`src/rtl/pdp11oa_pkg.sv`:
```
// ----------------------------------------------------------------------------
// PDP-11 operand address unit package
// Item types, action, status and phase codes, and addressing mode numbers.
// ----------------------------------------------------------------------------
package pdp11oa_pkg;

    localparam int unsigned ADDRESS_WIDTH_DEF = 16;
    localparam int unsigned REGISTER_COUNT    = 8;
    localparam int unsigned REG_INDEX_WIDTH   = 3;
    localparam int unsigned DATA_WIDTH        = 16;

    localparam logic [REG_INDEX_WIDTH-1:0] REG_SP = 3'd6;
    localparam logic [REG_INDEX_WIDTH-1:0] REG_PC = 3'd7;

    localparam logic [2:0] MODE_REGISTER      = 3'd0;
    localparam logic [2:0] MODE_DEFERRED      = 3'd1;
    localparam logic [2:0] MODE_AUTOINC       = 3'd2;
    localparam logic [2:0] MODE_AUTOINC_DEF   = 3'd3;
    localparam logic [2:0] MODE_AUTODEC       = 3'd4;
    localparam logic [2:0] MODE_AUTODEC_DEF   = 3'd5;
    localparam logic [2:0] MODE_INDEX         = 3'd6;
    localparam logic [2:0] MODE_INDEX_DEF     = 3'd7;

    typedef enum logic [1:0] {
        ACT_WRITE_REG = 2'd0,
        ACT_RESOLVE   = 2'd1,
        ACT_BUS_DATA  = 2'd2,
        ACT_READ_REG  = 2'd3
    } t_action;

    typedef enum logic [1:0] {
        ST_READY   = 2'd0,
        ST_REQUEST = 2'd1,
        ST_REGVAL  = 2'd2,
        ST_ERROR   = 2'd3
    } t_status;

    typedef enum logic [1:0] {
        PH_IDLE    = 2'd0,
        PH_POINTER = 2'd1,
        PH_OFFSET  = 2'd2
    } t_phase;

    typedef struct packed {
        t_action                    action;
        logic [REG_INDEX_WIDTH-1:0] reg_index;
        logic [2:0]                 address_mode;
        logic                       byte_access;
        logic [DATA_WIDTH-1:0]      data_value;
    } t_in_item;

    typedef struct packed {
        t_status               status;
        logic [DATA_WIDTH-1:0] address;
        logic [DATA_WIDTH-1:0] reg_value;
        logic [DATA_WIDTH-1:0] pc_value;
    } t_out_item;

endpackage

```
`src/rtl/pdp11_operand_address_unit_top.sv`:
```
// Path: an accepted beat is held in the input register, then resolved into the result register.
// Throughput: one beat per cycle unless the output stalls; the register file is
// read, stepped and written back in the resolve stage.
// Reset (synchronous, active low) clears all eight registers to zero, returns the
// sequencer to idle and empties both the input and the result register.
// ----------------------------------------------------------------------------
// PDP-11 operand address unit
// Resolves the eight PDP-11 operand addressing modes over an 8 x 16 register
// file with R7 as the program counter; memory reads leave as request beats.
// ----------------------------------------------------------------------------
module pdp11_operand_address_unit_top
    import pdp11oa_pkg::*;
#(
    parameter int unsigned ADDRESS_WIDTH = ADDRESS_WIDTH_DEF
) (
    input  logic      i_clk,
    input  logic      i_rst_n,
    input  logic      i_in_valid,
    output logic      o_in_stall,
    input  t_in_item  i_in_data,
    output logic      o_out_valid,
    input  logic      i_out_stall,
    output t_out_item o_out_data
);

    localparam int unsigned AW = ADDRESS_WIDTH;

    logic                       r_in_valid;
    t_in_item                   r_in;
    logic                       r_out_valid;
    t_out_item                  r_out;
    logic [AW-1:0]              r_rf [REGISTER_COUNT];
    t_phase                     r_phase;
    logic [REG_INDEX_WIDTH-1:0] r_pend_reg;
    logic [2:0]                 r_pend_mode;

    logic                       advance;
    logic                       load_in;

    t_phase                     n_phase;
    logic [REG_INDEX_WIDTH-1:0] n_pend_reg;
    logic [2:0]                 n_pend_mode;
    t_out_item                  n_out;

    logic                       wr_en;
    logic [REG_INDEX_WIDTH-1:0] wr_idx;
    logic [AW-1:0]              wr_data;

    logic [REG_INDEX_WIDTH-1:0] ridx;
    logic [AW-1:0]              rv;
    logic [AW-1:0]              pc;
    logic [AW-1:0]              pend_rv;
    logic [AW-1:0]              data_ext;
    logic                       byte_op;
    logic [AW-1:0]              step;
    logic [AW-1:0]              clr_mask;
    logic [AW-1:0]              rv_inc;
    logic [AW-1:0]              rv_dec;
    logic [AW-1:0]              offs_sum;
    logic [AW-1:0]              adr;
    logic [AW-1:0]              rv_after;
    logic [AW-1:0]              pc_after;
    t_status                    status;

    assign advance    = r_in_valid && (!r_out_valid || !i_out_stall);
    assign o_in_stall = r_in_valid && !advance;
    assign load_in    = i_in_valid && !o_in_stall;

    assign ridx     = r_in.reg_index;
    assign rv       = r_rf[ridx];
    assign pc       = r_rf[REG_PC];
    assign pend_rv  = r_rf[r_pend_reg];
    assign data_ext = AW'(r_in.data_value);
    // SP and PC always step by a word, whatever the operand size.
    assign byte_op  = r_in.byte_access && (ridx != REG_SP) && (ridx != REG_PC);
    assign step     = byte_op ? AW'(1) : AW'(2);
    assign clr_mask = byte_op ? {AW{1'b1}} : ~AW'(1);
    assign rv_inc   = rv + step;
    assign rv_dec   = rv - step;
    assign offs_sum = data_ext + pend_rv;

    // Resolve stage: decides the writeback, the next phase and the result.
    always_comb begin
        wr_en       = 1'b0;
        wr_idx      = ridx;
        wr_data     = data_ext;
        n_phase     = r_phase;
        n_pend_reg  = r_pend_reg;
        n_pend_mode = r_pend_mode;
        adr         = '0;
        status      = ST_REGVAL;
        unique case (r_in.action)
            ACT_WRITE_REG: begin
                wr_en  = 1'b1;
                status = ST_REGVAL;
            end
            ACT_RESOLVE: begin
                if (r_phase != PH_IDLE) begin
                    status = ST_ERROR;
                end else begin
                    status = ST_READY;
                    case (r_in.address_mode)
                        MODE_REGISTER: begin
                            adr = '0;
                        end
                        MODE_DEFERRED: begin
                            adr = rv & clr_mask;
                        end
                        MODE_AUTOINC: begin
                            adr     = rv & clr_mask;
                            wr_en   = 1'b1;
                            wr_data = rv_inc;
                        end
                        MODE_AUTODEC: begin
                            adr     = rv_dec & clr_mask;
                            wr_en   = 1'b1;
                            wr_data = rv_dec;
                        end
                        MODE_AUTOINC_DEF: begin
                            adr     = rv;
                            wr_en   = 1'b1;
                            wr_data = rv + AW'(2);
                            status  = ST_REQUEST;
                            n_phase = PH_POINTER;
                        end
                        MODE_AUTODEC_DEF: begin
                            adr     = rv - AW'(2);
                            wr_en   = 1'b1;
                            wr_data = rv - AW'(2);
                            status  = ST_REQUEST;
                            n_phase = PH_POINTER;
                        end
                        default: begin
                            // Index modes fetch the offset word at PC first.
                            adr     = pc;
                            wr_en   = 1'b1;
                            wr_idx  = REG_PC;
                            wr_data = pc + AW'(2);
                            status  = ST_REQUEST;
                            n_phase = PH_OFFSET;
                        end
                    endcase
                    if (r_in.address_mode == MODE_AUTOINC_DEF
                        || r_in.address_mode == MODE_AUTODEC_DEF
                        || r_in.address_mode == MODE_INDEX
                        || r_in.address_mode == MODE_INDEX_DEF) begin
                        n_pend_reg  = ridx;
                        n_pend_mode = r_in.address_mode;
                    end
                end
            end
            ACT_BUS_DATA: begin
                case (r_phase)
                    PH_POINTER: begin
                        adr     = data_ext;
                        status  = ST_READY;
                        n_phase = PH_IDLE;
                    end
                    PH_OFFSET: begin
                        adr = offs_sum;
                        if (r_pend_mode == MODE_INDEX_DEF) begin
                            status  = ST_REQUEST;
                            n_phase = PH_POINTER;
                        end else begin
                            status  = ST_READY;
                            n_phase = PH_IDLE;
                        end
                    end
                    default: begin
                        status = ST_ERROR;
                    end
                endcase
            end
            ACT_READ_REG: begin
                status = ST_REGVAL;
            end
            default: begin
                status = ST_ERROR;
            end
        endcase
    end

    always_comb begin
        pc_after = (wr_en && wr_idx == REG_PC) ? wr_data : pc;
        if (r_in.action == ACT_BUS_DATA && r_phase != PH_IDLE) begin
            rv_after = pend_rv;
        end else begin
            rv_after = (wr_en && wr_idx == ridx) ? wr_data : rv;
        end
        n_out.status    = status;
        n_out.address   = adr[DATA_WIDTH-1:0];
        n_out.reg_value = rv_after[DATA_WIDTH-1:0];
        n_out.pc_value  = pc_after[DATA_WIDTH-1:0];
    end

    always_ff @(posedge i_clk) begin
        if (!i_rst_n) begin
            r_in_valid  <= 1'b0;
            r_out_valid <= 1'b0;
            r_phase     <= PH_IDLE;
            r_pend_reg  <= '0;
            r_pend_mode <= '0;
            for (int i = 0; i < REGISTER_COUNT; i++) begin
                r_rf[i] <= '0;
            end
        end else begin
            if (load_in) begin
                r_in_valid <= 1'b1;
            end else if (advance) begin
                r_in_valid <= 1'b0;
            end
            if (advance) begin
                r_out_valid <= 1'b1;
                r_phase     <= n_phase;
                r_pend_reg  <= n_pend_reg;
                r_pend_mode <= n_pend_mode;
                if (wr_en) begin
                    r_rf[wr_idx] <= wr_data;
                end
            end else if (!i_out_stall) begin
                r_out_valid <= 1'b0;
            end
        end
    end

    always_ff @(posedge i_clk) begin
        if (load_in) begin
            r_in <= i_in_data;
        end
        if (advance) begin
            r_out <= n_out;
        end
    end

    assign o_out_valid = r_out_valid;
    assign o_out_data  = r_out;

endmodule
```
`config.mk`:
```
export PLATFORM = sky130hd
export DESIGN_NAME = pdp11_operand_address_unit_top
export DESIGN_NICKNAME = d
export VERILOG_FILES = /design/src/rtl/pdp11oa_pkg.sv /design/src/rtl/pdp11_operand_address_unit_top.sv
export SDC_FILE = /design/constraint.sdc
export NUM_CORES = 1
export LEC_CHECK = 0
export BUFFER_PORTS_ARGS = -buffer_cell sky130_fd_sc_hd__buf_4
export CELL_PAD_IN_SITES_DETAIL_PLACEMENT = 0
export CELL_PAD_IN_SITES_GLOBAL_PLACEMENT = 1
export CORE_ASPECT_RATIO = 1.1
export CORE_MARGIN = 1.5
export CORE_UTILIZATION = 54
export CTS_CLUSTER_DIAMETER = 120
export CTS_CLUSTER_SIZE = 30
export DETAILED_ROUTE_END_ITERATION = 7
export GPL_TIMING_DRIVEN = 0
export MAX_ROUTING_LAYER = met4
export PLACE_DENSITY_LB_ADDON = 0.2
export SKIP_LAST_GASP = 1
export SYNTH_ARGS = -nofsm -noshare
export SYNTH_HDL_FRONTEND = slang
export SYNTH_SLANG_ARGS = --single-unit
```
`constraint.sdc`:
```
create_clock -name i_clk -period 9 [get_ports i_clk]
set_input_delay 0.45 -clock i_clk [delete_from_list [all_inputs] [get_ports i_clk]]
set_output_delay 0.45 -clock i_clk [all_outputs]
set_load 0.01 [all_outputs]
```
==> impl_metrics.toml <==
[run_status]
status = "finished clean"

[clock_tree]
post_cts_buffers = 0
cts_made_buffers = 11
cts_tree = "done"
cts_resized = 0
cts_max_path_buffers = 3
cts_max_level = 1
cts-root-buf = "clkbuf_16"
cts_sinks = 219
ctsHoldBuffers = 0
clk_latency_ns = 0.51
clk_pin_slew_ns = 0.11

[floorplanning]
start_util_pct = 55.4
die_w_um = 155
die-area_um2 = 26200
core-area_um2 = 24600
rows = 60
ioPinCount = 81
die_y_um = 170

[layout]
fin_nets = 1377
area_growth_pct = 9.56
insertedDiodeCount = 0
utilization_pct = 60.7
top_register = "r_rf"
fillerInstances = 2086
final_area_um2 = 15000
largest_reg_flops = 128
drive_above_1_share_pct = 17.5

[timing]
final_max_slew_viol_count = 0
fin_ws_ns = 3.43
rsz0062_at_grt = "no"
hold_viol = 0
holdWs_ns = 0.114
fin_crit_ns = 5.57
setup_viol = 0
fin_crit_sh_pct = 61.9
final.setup.tns_ns = 0
fin_skew_ns = 0.0396
worst_slew_pin_slew_ns = 1.15
fmax_mhz = 180
max_slew_margin_pct = 23.5

[placement]
postPlaceCellArea_um2 = 14600
gp_congestion = 0.984
place_hpwl_um = 33000
pre_cts_slack_ns = 3.47
io_buffers = 80

[synth]
syn-instance-count = 1225
synthSimpleGateAreaFrac_pct = 14.8
yosysMostFrequentCell = "nor2_1"
ys_warn_count = 0
synth-xor-area-share_pct = 2.70
async_flop_share_pct = 0
synth_top_family_by_area = "multiplexers"
synth_edf_count = 203
synth-main-ff-cell = "edfxtp_1"
syn_area_um2 = 13600
synth_adder_area_share_pct = 2.99
synth_area_leaders = "edfxtp_1 45%, mux4_2 11%, nor2_1 5.7%"
synth_compound_area_share_pct = 13.2
synth.net_count = 1284
synth_top_area_share_pct = 44.7
yosysUniqueCellTypes = 86
synth_top_area_cell = "edfxtp_1"
synth_commonest_cells = "209 x nor2_1, 203 x edfxtp_1, 82 x nand2_1"
synth.mux.area_fraction_pct = 15.6
synth_seq_area_share_pct = 47.0
ys_ff_latch = 219
syn_area_per_cell_um2 = 11.1

[job]
drv_cap = 0

[power_and_ir_drop]
p_leak_nw = 5.32
power.internal_w = 0.00159
power.share.clock_pct = 24.8
p_switching_w = 0.000678
max-vdd-ir-drop_v = 0.000183
switching_share_pct = 29.9
powerDensity_nw_per_um2 = 152
power_frac_seq_pct = 52.9
comb_power_share_pct = 22.3

[setup_path]
reg2reg_to = "o_out_data[6]$_DFFE_PP_"
crit_arrival_ns = 5.72
path_max_fanout = 10
criticalPathCategory = "flip-flop to flip-flop"
cp_data_required_time_ns = 9.15
start_kind = "flip-flop"
rrSetupSlack_ns = 3.43
endpoint_kind = "flip-flop"
worstRegToRegCells = 15

[route]
dr.pass1.iters = 6
via_count = 10832
drc = 0
drtIter0Drc = 1208
viasPerCell = 6.64
drtAntennaViolNets = 0
drt-total-wl_um = 43500
wire_per_inst_um = 26.7

[hold_path]
min_to = "r_in[17]$_DFFE_PP_"
min-delay-start = "i_in_data[17]"
worstHoldPathCells = 1
hold_class = "input port to flip-flop"

[global_routing]
grt_pass1_vias = 10366
grt_pass1_wl_um = 64800
grt_max_degree = 56
antenna_found_initial = 0
grt.overflow.total = 0
track_usage_pct = 34.6
[power groups by stage]
stage / Combinational [W] / Sequential [W] / Clock, W
after floorplan: 0.000337 / 0.00121 / 0
final: 0.000505 / 0.00120 / 0.000563
after global routing: 0.000541 / 0.00120 / 0.000591
after detailed placement: 0.000496 / 0.00122 / 0
after global placement: 0.000492 / 0.00122 / 0
after CTS: 0.000498 / 0.00120 / 0.000568
[layout make-up]
type                       count  area [µm²]  area share [%]
inverter                      23        87.6           0.586
tap                          310         388            2.59
multi-input combinational    894        6740            45.1
clock inverter                 2        25.0           0.167
buffer                        89         405            2.71
sequential                   219        6420            42.9
clock buffer                  15         290            1.94
timing repair buffer          80         601            4.02
[metal layers]
metal | vias up | GRT usage, % | part of all wire, %
li1 | 4857 | - | -
met1 | 5306 | 45.7 | 41
met2 | 567 | 56.4 | 48
met3 | 102 | 3.42 | 6.8
met4 | 0 | 11.9 | 3.7
met5 | - | - | 0
[critical path, stage by stage (launching register included)]
cell and delay, ns:
dfxtp_1 0.59, buf_4 0.33, buf_4 0.27, buf_6 0.21, mux4_2 0.51, mux2i_1 0.47, ha_1 0.28, inv_1 0.06
fa_1 0.40, nand2_1 0.13, o2111ai_4 0.24, nor2_1 0.20, xnor2_1 0.10, a32o_1 0.25, a221oi_2 0.79, o21ai_0 0.41
[how the worst max path moves through the flow]
stage	to	from	slack (ns)	cells after the start
after floorplan	o_out_data[46]$_DFFE_PP_	flip-flop	4.37	15
after global placement	r_rf[3][12]$_SDFFCE_PN0P_	i_out_stall	3.49	10
after detailed placement	o_out_data[6]$_DFFE_PP_	flip-flop	3.47	15
after CTS	o_out_data[6]$_DFFE_PP_	flip-flop	3.47	15
after global routing	o_out_data[6]$_DFFE_PP_	flip-flop	3.24	15
final	o_out_data[6]$_DFFE_PP_	flip-flop	3.43	15
[through the flow]
stage,std cells,total power [W]
3_5_place_dp,1615,0.00172
6_report,1632,0.00227
3_3_place_gp,1615,0.00171
5_1_grt,1632,0.00234
4_1_cts,1632,0.00226
2_1_floorplan,1225,0.00155
[logic make-up after synthesis]
kind of cell    count (synthesis)
xor+xnor                       42
simple gates                  445
fa+ha+maj                      31
flops                         219
compound gates                257
buf+inv                       112
mux                           119
[cells in the final DEF, fill, tap and decap left out, types with 8 or more instances in the layout]
cell type and n:
nor2_1 209, edfxtp_1 203, buf_4 85, nand2_1 82, mux4_2 64, clkbuf_1 62, o21ai_0 56, a21oi_1 50
nand3_1 39, nor3_1 31, xnor2_1 28, ha_1 27, mux2_2 25, inv_1 22, mux2i_1 21, a22oi_1 19
dfxtp_1 16, xor2_1 14, nand4_1 14, nor2b_1 13, buf_1 11, buf_2 11, clkbuf_16 11, o21a_1 10
o22ai_1 9, a31oi_1 9, or3_1 8, a211oi_1 8, nand3b_1 8
No activity file was read; power rests on OpenSTA's default activity.
